[config.mk]
export PLATFORM = sky130hd
export DESIGN_NAME = i8mm_ram
export DESIGN_NICKNAME = d
export VERILOG_FILES = /design/src/sv/i8mm_ram.sv
export SDC_FILE = /design/constraint.sdc
export NUM_CORES = 2
export LEC_CHECK = 0
export CAP_MARGIN = 10
export CORE_MARGIN = 4
export CORE_UTILIZATION = 55
export DETAILED_ROUTE_END_ITERATION = 8
export DONT_BUFFER_PORTS = 1
export PLACE_DENSITY = 0.71
export SLEW_MARGIN = 20
export SYNTH_ARGS = -nofsm -noshare
export SYNTH_HDL_FRONTEND = slang
export SYNTH_SLANG_ARGS = --single-unit
[constraint.sdc]
create_clock -name clock -period 3.7 [get_ports clock]
set_input_delay 0.74 -clock clock [delete_from_list [all_inputs] [get_ports clock]]
set_output_delay 0.74 -clock clock [all_outputs]
set_load 0.02 [all_outputs]
[src/sv/i8mm_ram.sv]
// generic simple dual-port ram with registered read
`default_nettype none

module i8mm_ram #(
   parameter int WIDTH = 8,
   parameter int DEPTH = 256
) (
   input  logic                     clock,
   input  logic                     wr_en,
   input  logic [$clog2(DEPTH)-1:0] wr_addr,
   input  logic [WIDTH-1:0]         wr_data,
   input  logic                     rd_en,
   input  logic [$clog2(DEPTH)-1:0] rd_addr,
   output logic [WIDTH-1:0]         rd_data
);

   logic [WIDTH-1:0] mem_ff [DEPTH];
   logic [WIDTH-1:0] rd_data_ff;

   always_ff @(posedge clock) begin
      if (wr_en) begin
         mem_ff[wr_addr] <= wr_data;
      end
      if (rd_en) begin
         rd_data_ff <= mem_ff[rd_addr];
      end
   end

   assign rd_data = rd_data_ff;

endmodule

`default_nettype wire
After elaboration in Yosys (flattened, before gate mapping)
Memory sizes are Yosys's and may differ from the RTL's. A register that Yosys moved wholly into a read port is not among the register bits. Cells that the tools add are included.

Register bits after elaboration: 0. Bits in writable memories: 2048. Input port bits: 27. Output and inout port bits: 8. Word-level logic and storage cells: 3. Memories: 1.

Memory list: mem_ff (depth 256, bits a word 8, rd ports 1, clocked after Yosys merged registers in 1, wr ports 1, RTL line 17) `logic [WIDTH-1:0] mem_ff [DEPTH];`.

Multiplexer cells: 2.

Operators with widths (count): $mux 1 (2).

Longest topological paths before layout
Depth in word-level cells: 2. Mapped depth: 11. Mapped depth without buffers: 6.

Worst setup path before layout
No wires, ideal clock.

Path type: input -> register. Start point: input rd_addr[0]. End point: register rd_data_ff[2] (netlist: rd_data[2]), read port of mem_ff, data pin. Library setup time: 0.269 ns. Arrival: 2.547 ns. Data required time: 3.431 ns. Setup slack: 0.884 ns. Cell stages on the path: 9. Buffers on the path: 4. Path through: buf_6 > buf_12 > buf_8 > buf_2 > mux4_2 > a22oi_1 > a21oi_1 > nor4_1 > nor4_2.

RTL lines: start, declared (RTL line 13) `input logic [$clog2(DEPTH)-1:0] rd_addr,`; end, declared (RTL line 18) `logic [WIDTH-1:0] rd_data_ff;`.

==> results.cfg <==
[outcome]
outcome = finished clean

[placed_design]
finalWeightedCongestion = 0.815
portBuffers = 0
dpl_cell_area_um2 = 82800
hpwl_um = 103000
dp_slack_ns = 0.142
placed_cells = 5691

[cells_and_area]
layout.cells.most_common_list = sky130_fd_sc_hd__edfxtp_1 (2056), sky130_fd_sc_hd__mux4_2 (454), sky130_fd_sc_hd__buf_4 (282)
multiInputGateArea_um2 = 16500
finalNonFillerCells = 6062
n_fill_cell = 9630
final-seq-area_um2 = 61700
nNetsFinal = 4020
syn_to_final_growth_pct = 12.1
post-route-cell-area_um2 = 89300
drive_above_1_share = 0.249
final_common_cell = sky130_fd_sc_hd__edfxtp_1

[global_route]
grt_pass1_vias = 39500
grt_start_max_net_pins = 579
grt-ovfl-total = 0
grt_pass1_wl_um = 275000
grt_use_total = 0.251
grt_antenna_before_repair = 7

[worst_hold_path]
hold_path_startpoint = wr_data[7]
min_path_type = in -> reg
timing.hold.worst_endpoint = mem_ff[161][7]
worst_hold_path.num_cells = 0

[route]
finalWirelength_um = 189000
antenna_left = 0
routed-via-count = 39300
wl_per_cell_um = 31.2
drcViolationCount = 0
detailedRoute.firstIterationViolations = 5118
detailedRoute.firstPassIterationCount = 8
via_per_inst = 6.48

[synth]
synth-async-reset-ratio = 0
synth_fp_nets = 3760
yosysSeqAreaShare = 0.775
post_synth_num_cell_types = 54
yosysWarningCount = 0
postSynthRegisterBits = 2056
synthesis.area_um2 = 79600
synth_cells = 3733
ys.flop_type = sky130_fd_sc_hd__edfxtp_1
synth_edf_count = 2056
syn-mean-instance-area_um2 = 21.3

[clocking]
htree_levels = 4
clkLatencyLatePin_ns = 0.83
cts_tree = yes
cts_buffer_depth = 3
cts_root_buf = sky130_fd_sc_hd__clkbuf_16
cts_clk_pin_slew_worst_paths_ns = 0.07
total_clock_buffers_created_by_cts = 194
clkSinkCount = 2056

[pwr]
ir_drop_mv = 0.617
power_per_cell_area_nw_per_um2 = 524
total_leakage_power_nw = 27.9
post-layout-total-power_mw = 46.7

[timing]
setup_viol = 0
timing.slew.headroom = 0.331
slew_violations = 0
grt_setup_unrepaired = no
clock-skew-final_ns = 0.0193
final_worst_setup_slack_ns = 0.321
fmax_ghz = 0.296
final_period_minus_worst_setup_slack_ns = 3.38
report.final.hold_viol_count = 0
timing_worst_slew_pin_value_ns = 0.995
fin_tns_setup_ns = 0
min_period_over_period = 0.913

[setup_path]
crit_path_max_fanout = 74
worst_setup_slack_for_register_to_register_paths_ns = 0.81
critical_path.top_delay_family = buffers and inverters
timing.critical_path.depth = 8
timing.critical_path.cells = buf_16 > buf_16 > buf_16 > mux4_2 > a21oi_1 > a21oi_1 > nor3_1 > nor4_1
cp-end-kind = flip-flop
endpoint_arrival_time_on_the_critical_path_ns = 3.91
reg2reg_depth = 5
critical_path_buf_inv_count = 3
crit_path_frequent_cell = sky130_fd_sc_hd__buf_16
reg2reg_from = mem_ff[68][0]
cp_slowest_cell = sky130_fd_sc_hd__nor3_1
crit_path_start_kind = input port
critPathKind = in -> reg
timing.critical_path.slowest_cell_delay_ns = 0.68
cp.required_ns = 4.24
timing.rr.end = rd_data[0]

[floorplan]
dieArea_um2 = 151000
placeableCoreArea_um2 = 144000
placementRows = 139
die-height_um = 389
io_pins = 35
die_width_um = 389
initial_utilization = 0.554

[job]
maxCapViolations = 0
## sequential cells by signal, summed over array words and instances (netlist names)
| signal | cells |
|---|---|
| rd_data | 8 |
| mem_ff | 2048 |
## final cells by class
cell class	instances	share of cell area
diodes	1	0.0000280
clock buffers	240	0.0575
clock inverters	121	0.0117
inverters	2	0.0000841
multi-input cells	1442	0.185
flip-flops and latches	2056	0.692
well taps	1903	0.0267
repair buffers	297	0.0276
## power breakdown
| part | internal, mW | leakage, nW | total (mW) | switching [mW] |
|---|---|---|---|---|
| clock | 11.0 | 3.02 | 19.4 | 8.43 |
| combinational | 0.745 | 6.44 | 1.62 | 0.876 |
| sequential | 25.7 | 18.5 | 25.7 | 0.0554 |
| total | 37.4 | 27.9 | 46.7 | 9.36 |
## cell families (layout without fill, tap and decap cells)
group / after synthesis / count (layout) / synth area share
buffers and inverters: 235 / 660 / 0.0183
AND/OR/NAND/NOR: 466 / 466 / 0.0263
flip-flops: 2056 / 2056 / 0.775
other: 0 / 1 / 0
multiplexers: 591 / 591 / 0.146
AO/OA/AOI/OAI: 385 / 385 / 0.0342
## stage by stage
stage	hold slack, ns	util
floorplan	0.839	-
global placement	0.859	0.577
detailed placement	0.859	0.577
CTS	0.0200	0.620
global route	0.00519	0.621
finish	0.0330	0.621
## metal layers
metal  up-vias  share of wire  track usage  wire [um]
li1      16200              -            -          -
met1     20500           0.38        0.359      72500
met2      2233           0.48        0.387      89900
met3       360           0.11       0.0600      20000
met4         8          0.034       0.0823       6350
met5         -        0.00094            0        178
## cell usage after synthesis, drive strengths merged, types with 2 or more instances
| master | n | area share |
|---|---|---|
| o221ai | 47 | 0.0052 |
| nand3b | 2 | 0.00019 |
| mux4 | 456 | 0.13 |
| nand3 | 34 | 0.0021 |
| a21oi | 96 | 0.0060 |
| nor2 | 282 | 0.013 |
| nand2 | 33 | 0.0016 |
| buf | 122 | 0.013 |
| o22ai | 28 | 0.0022 |
| or2 | 4 | 0.00031 |
| a2111oi | 5 | 0.00066 |
| and2 | 6 | 0.00047 |
| o22a | 5 | 0.00055 |
| o21ai | 12 | 0.00075 |
| a221oi | 14 | 0.0016 |
| a211oi | 16 | 0.0015 |
| o32ai | 5 | 0.00064 |
| edfxtp | 2056 | 0.78 |
| and3b | 2 | 0.00022 |
| nand2b | 8 | 0.00063 |
| a22o | 8 | 0.00088 |
| a31oi | 2 | 0.00016 |
| nor2b | 31 | 0.0024 |
| mux2i | 134 | 0.017 |
| a22oi | 133 | 0.013 |
| clkbuf | 111 | 0.0052 |
| o211ai | 10 | 0.00094 |
| nor4 | 27 | 0.0024 |
| nor3 | 22 | 0.0014 |
| nand4 | 10 | 0.00079 |
| a311oi | 2 | 0.00022 |
## worst reg2reg max path: cells and delay by family (launching register included)
family | cells | cell delay [ns]
muxes | 2 | 1.06
and+or+nand+nor | 3 | 1.17
DFF | 1 | 0.39
## how the worst max path moves through the flow
stage                       start         end  slack (ns)
detailed placement     rd_addr[0]  rd_data[5]        0.14
global placement       rd_addr[0]  rd_data[0]        0.14
finish                 rd_addr[0]  rd_data[1]        0.32
floorplan              rd_addr[0]  rd_data[2]        0.88
global route           rd_addr[0]  rd_data[4]        0.17
CTS                 mem_ff[68][0]  rd_data[0]        0.82
## repair_timing
item                                    in CTS  in global routing
resized for setup                            0                  1
hold buffers                                 1                  0
endpoints found under the hold margin        8                  0
endpoints found under the setup margin       0                  8
buffers inserted                             0                  0
Note: power is estimated with default switching activity, not from simulation.
